--- src/rtl/core/atg_pkg.sv ---
`default_nettype none
// ----------------------------------------------------------------------------
// atg_pkg
// Shared types, codes and constants of the adaptive tolerance error gate.
// ----------------------------------------------------------------------------
package atg_pkg;

  localparam int unsigned COLUMNS        = 256;
  localparam int unsigned COL_BITS       = 8;
  localparam int unsigned DATA_BITS      = 24;
  localparam int unsigned TOL_BITS       = 24;
  localparam int unsigned SUM_BITS_DEF   = 40;
  localparam int unsigned COUNT_BITS_DEF = 16;
  localparam int unsigned RATE_BITS      = 17;
  localparam int unsigned FRAC_BITS      = 16;
  localparam int unsigned AVG_BITS       = 42;
  localparam int unsigned TGT_BITS       = 44;
  localparam int unsigned TGT_LO_BITS    = 22;
  localparam int unsigned CFG_IDX_BITS   = 3;
  localparam int unsigned CFG_DATA_BITS  = 24;

  localparam logic [RATE_BITS-1:0] ONE_Q16 = RATE_BITS'(65536);
  localparam logic [63:0]          HALF_LSB = 64'd32768;

  localparam logic [1:0] ACT_ELEM     = 2'd0;
  localparam logic [1:0] ACT_FINALIZE = 2'd1;
  localparam logic [1:0] ACT_RESTART  = 2'd2;

  localparam logic [CFG_IDX_BITS-1:0] CFG_COLUMN_COUNT = 3'd0;
  localparam logic [CFG_IDX_BITS-1:0] CFG_MIN_TOL      = 3'd1;
  localparam logic [CFG_IDX_BITS-1:0] CFG_MAX_TOL      = 3'd2;
  localparam logic [CFG_IDX_BITS-1:0] CFG_INIT_TOL     = 3'd3;
  localparam logic [CFG_IDX_BITS-1:0] CFG_TOL_OFFSET   = 3'd4;
  localparam logic [CFG_IDX_BITS-1:0] CFG_ADAPT_RATE   = 3'd5;
  localparam logic [CFG_IDX_BITS-1:0] CFG_MODE_FLAGS   = 3'd6;
  localparam logic [CFG_IDX_BITS-1:0] CFG_CLASS_CUTOFF = 3'd7;

  typedef enum logic [3:0] {
    ST_IDLE,
    ST_ELEM,
    ST_FIN_RD,
    ST_FIN_LAT,
    ST_FIN_DIV,
    ST_FIN_M1,
    ST_FIN_M2,
    ST_FIN_M3,
    ST_FIN_WB,
    ST_CLR,
    ST_RESTART
  } state_e;

  typedef struct packed {
    logic busy;
    logic done;
  } div_stat_t;

endpackage : atg_pkg
`default_nettype wire

--- src/rtl/core/atg_div.sv ---
`default_nettype none
// ----------------------------------------------------------------------------
// atg_div
// Restoring unsigned divider, one quotient bit per cycle.
// ----------------------------------------------------------------------------
module atg_div #(
  parameter int unsigned SUM_BITS   = atg_pkg::SUM_BITS_DEF,
  parameter int unsigned COUNT_BITS = atg_pkg::COUNT_BITS_DEF
) (
  input  wire logic                   clk_i,
  input  wire logic                   rst_ni,
  input  wire logic                   start_i,
  input  wire logic [SUM_BITS-1:0]    dividend_i,
  input  wire logic [COUNT_BITS-1:0]  divisor_i,
  output atg_pkg::div_stat_t          stat_o,
  output logic      [SUM_BITS-1:0]    quotient_o
);

  localparam int unsigned CNT_BITS = $clog2(SUM_BITS + 1);

  logic                  busy_q, busy_d;
  logic                  done_q, done_d;
  logic [CNT_BITS-1:0]   cnt_q, cnt_d;
  logic [COUNT_BITS:0]   rem_q, rem_d;
  logic [SUM_BITS-1:0]   quo_q, quo_d;
  logic [COUNT_BITS-1:0] dsr_q, dsr_d;
  logic [COUNT_BITS:0]   rem_sh;

  always_comb begin
    busy_d = busy_q;
    done_d = 1'b0;
    cnt_d  = cnt_q;
    rem_d  = rem_q;
    quo_d  = quo_q;
    dsr_d  = dsr_q;
    rem_sh = {rem_q[COUNT_BITS-1:0], quo_q[SUM_BITS-1]};
    if (start_i) begin
      busy_d = 1'b1;
      cnt_d  = CNT_BITS'(SUM_BITS);
      rem_d  = '0;
      quo_d  = dividend_i;
      dsr_d  = divisor_i;
    end else if (busy_q) begin
      if (rem_sh >= {1'b0, dsr_q}) begin
        rem_d = rem_sh - {1'b0, dsr_q};
        quo_d = {quo_q[SUM_BITS-2:0], 1'b1};
      end else begin
        rem_d = rem_sh;
        quo_d = {quo_q[SUM_BITS-2:0], 1'b0};
      end
      cnt_d = cnt_q - CNT_BITS'(1);
      if (cnt_q == CNT_BITS'(1)) begin
        busy_d = 1'b0;
        done_d = 1'b1;
      end
    end
  end

  always_ff @(posedge clk_i or negedge rst_ni) begin
    if (!rst_ni) begin
      busy_q <= 1'b0;
      done_q <= 1'b0;
      cnt_q  <= '0;
    end else begin
      busy_q <= busy_d;
      done_q <= done_d;
      cnt_q  <= cnt_d;
    end
  end

  always_ff @(posedge clk_i) begin
    rem_q <= rem_d;
    quo_q <= quo_d;
    dsr_q <= dsr_d;
  end

  assign stat_o.busy = busy_q;
  assign stat_o.done = done_q;
  assign quotient_o  = quo_q;

endmodule : atg_div
`default_nettype wire
--- config.mk ---
export PLATFORM = sky130hd
export DESIGN_NAME = atg_div
export DESIGN_NICKNAME = d
export VERILOG_FILES = /design/src/rtl/core/atg_pkg.sv /design/src/rtl/core/atg_div.sv
export SDC_FILE = /design/constraint.sdc
export NUM_CORES = 1
export LEC_CHECK = 0
export ABC_AREA = 1
export ABC_CLOCK_PERIOD_IN_PS = 5880
export BUFFER_PORTS_ARGS = -buffer_cell sky130_fd_sc_hd__clkbuf_2
export CORE_MARGIN = 2
export CORE_UTILIZATION = 55
export CTS_BUF_LIST = sky130_fd_sc_hd__clkbuf_16
export DETAILED_ROUTE_END_ITERATION = 6
export GPL_TIMING_DRIVEN = 0
export PLACE_DENSITY_LB_ADDON = 0.08
export SETUP_SLACK_MARGIN = 0.15
export SYNTH_ARGS = -nofsm -noshare
export SYNTH_HDL_FRONTEND = slang
export SYNTH_SLANG_ARGS = --single-unit
--- constraint.sdc ---
create_clock -name clk_i -period 5.88 [get_ports clk_i]
set_input_delay 0 -clock clk_i [delete_from_list [all_inputs] [get_ports clk_i]]
set_output_delay 0 -clock clk_i [all_outputs]
set_load 0.1 [all_outputs]
### Word level (Yosys, flattened, before mapping)

Cells that the tools add are included.

| word-level totals | value |
|---|---|
| register bits | 80 |
| bits of input ports | 59 |
| output and inout port bits | 42 |

| operators by class | value |
|---|---|
| add/subtract/negate cells | 2 |
| magnitude comparators | 1 |
| equality and inequality tests | 1 |
| mux-type cells | 12 |
| reduce and logical (&&, ||, !) cells | 1 |

Operators by type and width:

| operator | count |
|---|---|
| 2-to-1 mux 40 bit | 2 |
| >= comparator 17 x 16 -> 1 bit | 1 |
| 2-to-1 mux 16 bit | 1 |
| subtractor 16 bit | 1 |
| 2-to-1 mux 6 bit | 2 |
| 2-to-1 mux 1 bit | 7 |
| equality test 6 x 1 -> 1 bit (second input constant) | 1 |
| subtractor 6 x 1 -> 6 bit (second input constant) | 1 |
| nonzero test 2 bit | 1 |

### Logic depth before layout (Yosys ltp)

| depth | value |
|---|---|
| word-level depth | 4 |
| gate-level depth with buffers | 14 |

### Least setup slack after synthesis

OpenSTA, ideal clock, no wires.

| timing | value |
|---|---|
| kind | reg2reg |
| start point | reg quo_q[39] (netlist: quotient_o[39]) |
| end point | reg rem_q[14] |
| library setup time | 0.112 ns |
| arrival time | 2.409 ns |
| path slack | 3.359 ns |
| cell stages (with the launch flop) | 12 |
| clock period less this slack | 2.521 ns |
| path through | edfxtp_1 inv_1 ha_1 fa_1 nor2_1 nor2_1 o21ai_1 nand2_1 nand3_1 nand3_2 nand2_1 nand2_1 |

| between the ends | value |
|---|---|
| cells in the longest elaborated chain, start to end | 2 |
| elaborated cells between the ends (all ways) | 3 |
| those cells by class | add/sub (1); order compare (1); mux (1) |

Ends and longest elaborated chain:

| what | line | RTL |
|---|---|---|
| start, declared | atg_div.sv:25 | `logic [SUM_BITS-1:0] quo_q, quo_d;` |
| start signal, assigned | atg_div.sv:73 | `quo_q <= quo_d;` |
| subtractor 16 bit / >= comparator 17 x 16 -> 1 bit (equally long branches) | atg_div.sv:45, atg_div.sv:44 |  |
| 2-to-1 mux 16 bit (*) | atg_div.sv:44 | `if (rem_sh >= {1'b0, dsr_q}) begin` |
| end signal, assigned | atg_div.sv:72 | `rem_q <= rem_d;` |
| end, declared | atg_div.sv:24 | `logic [COUNT_BITS:0] rem_q, rem_d;` |

Mark *: on every way between the ends. The rest lies on a longest branch, timed or not.
A chain may end at the register's enable or synchronous reset.

### Worst setup path in the final report

| timing | value |
|---|---|
| start point | reg busy_q |
| end point | reg cnt_q[1] |

| between the ends | value |
|---|---|
| cells in the longest elaborated chain, start to end | 1 |

Ends and longest elaborated chain:

| what | line | RTL |
|---|---|---|
| start, declared | atg_div.sv:21 | `logic busy_q, busy_d;` |
| start signal, assigned | atg_div.sv:65 | `busy_q <= busy_d;` |
| nonzero test 2 bit (no source line) | -- |  |
| end signal, assigned | atg_div.sv:67 | `cnt_q <= cnt_d;` |
| end, declared | atg_div.sv:23 | `logic [CNT_BITS-1:0] cnt_q, cnt_d;` |

No other way between the ends.

==> key figures <==
Power
  – Overall Power: 2.47 mW
  – Sw Pwr: ~1.1 mW
  – Worst IR Drop VDD: roughly 0.23 mV
  – Lkg Pwr: 3.10 nW
  – Sequential cell fraction of total power: 0.309
  – Sw frac: 0.440
  – Int Power: 1.39 mW
  – Comb pwr share: 0.478
  – PD cells: 416 nW/um2
  – Clk pwr share: 0.213

Critical path
  – Reg-to-Reg Start: busy_q$_DFF_PN0_
  – CP Max Fanout: 49
  – Worst setup SP type: flop
  – RR Endpoint: cnt_q[1]$_DFFE_PN0P_
  – Crit end category: flop
  – Flop-to-flop setup slack: 3.69 ns
  – Arrival @ worst endpoint: 2.42 ns
  – Critical setup path kind: flop to flop
  – CP required: 6.11 ns
  – R2R depth: 3

Floorplan
  – Starting Density: 0.573
  – Chip height: 94.2 um
  – Core box area: around 7800 um2
  – Io pins: 101
  – Die width: 94.2 um
  – # rows: 32
  – Die area: 8880 um2

Synthesis
  – Cell with the most instances after synthesis: nand2_1
  – Cell variety after synth: 37
  – Yosys top cell area share: 0.376
  – Number of enable flip-flop cells after synthesis: 56
  – Post-Synthesis Mean Instance Area: 8.10 um2
  – Syn Nets: 631
  – Mapped Area: around 4500 um2
  – Synth top cells by count: 237 x nand2_1, 70 x inv_1, 56 x edfxtp_1
  – Post-synthesis sequential area ratio: 0.492
  – Cells after Synth: 553
  – Area contributors post-synth: edfxtp_1 38%, nand2_1 20%, dfxtp_1 7.2%
  – Synth Register Bits: 80
  – Yosys top cell by area: edfxtp_1
  – Ys flop type: edfxtp_1
  – Synth warn: 0
  – Async SR Flop Fraction: 0.100

Route
  – 1st-pass router iterations: 4
  – Vias/cell: just over 5
  – DRC viols: 0
  – Wire length per cell: about 14 um
  – DRT iter0 DRCs: 274
  – Wirelength, routed: between 10000 and 15000 um
  – Routed vias: around 4200
  – Post-route ant nets: 0

Clock tree
  – # clock sinks: 80
  – Post_cts resized: 0
  – Clk slew on worst S/H paths: roughly 0.070 ns
  – Hold buffers post-CTS: 56
  – Root Driver: clkbuf_16
  – H-tree levels: 3
  – CTS tree: done
  – Clk buf depth: 2
  – Postcts setup bufs: 0
  – Clock latency on the worst-skew pair: 0.34 ns
  – TritonCTS buffer count: 9

Layout
  – Ant diodes: 0
  – Nets: 798
  – Share of cells above drive strength 1: 0.208
  – Area Growth Syn to Fin: 32.9%

Placement
  – Post-DP HPWL: 7490 um
  – RD Place Congestion: just over 0.9
  – IO Port Bufs: 100
  – Worst slack, placed: 3.52 ns

Flow run
  – Max Cap Violations: 0

Hold path
  – Hold Path Class: input port to asynchronous set/reset pin

Timing
  – Sum Neg Setup Slack: 0 ns
  – Worst rel slew slack: 0.452
  – Setup ws final: 3.69 ns
  – Final Max Slew Viols: 0
  – Worst Tran Pin Value: 0.821 ns
  – Final min period: 2.19 ns
  – Clock Skews: about 0.011 ns
  – Final worst-path cycle share: 0.372
  – Unrepaired setup endpoints after global routing: no
  – Endpoints failing hold: 0
  – Final setup fails: 0
  – Fmax achieved: 457 MHz

Global routing
  – Largest net degree at the start of global routing: 50
  – Number of global-route vias before repair: approximately 4300
  – First-pass GRT wire length: 19900 um
  – Total GRT Usage: 0.288
  – Total gr overflow: 0
  – Initial antenna violation count: 0

Run status
  – Status: finished, final reports clean
==> power groups by stage <==
stage               Combinational (mW)  Sequential, mW  Clock (mW)
floorplan                        0.716           0.973           0
global placement                  1.13           0.769           0
detailed placement                1.14           0.770           0
CTS                               1.18           0.761       0.534
global route                      1.32           0.775       0.551
finish                            1.18           0.764       0.527
==> worst max path at each step <==
stage	start	to	slack [ns]	cells after the start
after global placement	start_i	quotient_o[32]$_DFFE_PP_	2.65	4
after CTS	busy_q$_DFF_PN0_	cnt_q[1]$_DFFE_PN0P_	3.66	3
after detailed placement	start_i	cnt_q[1]$_DFFE_PN0P_	3.52	5
after floorplan	quotient_o[39]$_DFFE_PP_	rem_q[14]$_SDFFE_PP0P_	3.36	11
after global routing	busy_q$_DFF_PN0_	rem_q[3]$_SDFFE_PP0P_	3.44	3
final	busy_q$_DFF_PN0_	cnt_q[1]$_DFFE_PN0P_	3.69	3
==> state kept, by name (all words and copies together), names as in the netlist <==
name        count
busy_q          1
cnt_q           6
done_q          1
dsr_q          16
quotient_o     40
rem_q          16
==> cell usage in the layout, fill, tap and decap left out, drive strengths merged <==
cell / netlist / routed
dfrtp: 8 / 8
edfxtp: 56 / 56
clkinvlp: 0 / 3
nor3: 7 / 7
ha: 18 / 18
o21a: 1 / 1
nand2: 245 / 245
a21oi: 13 / 13
xor2: 2 / 2
nand3b: 7 / 7
clkinv: 2 / 4
inv: 74 / 76
dfxtp: 16 / 16
fa: 1 / 1
o21ai: 12 / 12
buf: 7 / 7
o21bai: 1 / 1
nand3: 41 / 41
a31oi: 1 / 1
o22ai: 1 / 1
nand4: 4 / 4
xnor2: 4 / 4
nor2: 24 / 24
clkbuf: 8 / 117
dlygate4sd3: 0 / 56
==> final cells by class <==
type	instances	area, um2
timing repair buffer	156	1060
multi-input combinational	382	1890
inverter	76	287
clock inverter	7	56.3
tap	102	128
clock buffer	9	225
buffer	15	97.6
sequential	80	2200
fill	581	1860
==> per-layer routing <==
metal  global-route usage  routed length [um]  share of wire  vias up
met5                    0                   0              0        -
met4               0.0966                 299          0.025        0
met3               0.0610                 735          0.062       32
met2                0.490                5690           0.48      169
met1                0.366                5120           0.43     1930
li1                     -                   -              -     2086
==> per-stage QoR <==
step                hold WS [ns]  cells  utilization  instance area [um2]
finish                    0.0429    827        0.762                 5950
detailed placement        -0.141    755        0.654                 5110
floorplan                 -0.296    553            -                 4480
CTS                       0.0234    827        0.762                 5950
global route              0.0568    827        0.762                 5950
global placement          -0.141    755        0.654                 5100
==> worst max-delay path: stages (launching register included) <==
cell	delay, ns
dfrtp_1	0.44
nor2_2	0.42
clkinv_2	0.77
o22ai_1	0.42
==> logic make-up after synthesis <==
kind of cell    count (synthesis)  synth area share
simple gates                  328             0.318
buf+inv                        91            0.0855
flops                          80             0.492
compound gates                 29            0.0383
fa+ha+maj                      19            0.0548
xor+xnor                        6            0.0117
No activity file was read; power rests on OpenSTA's default activity.
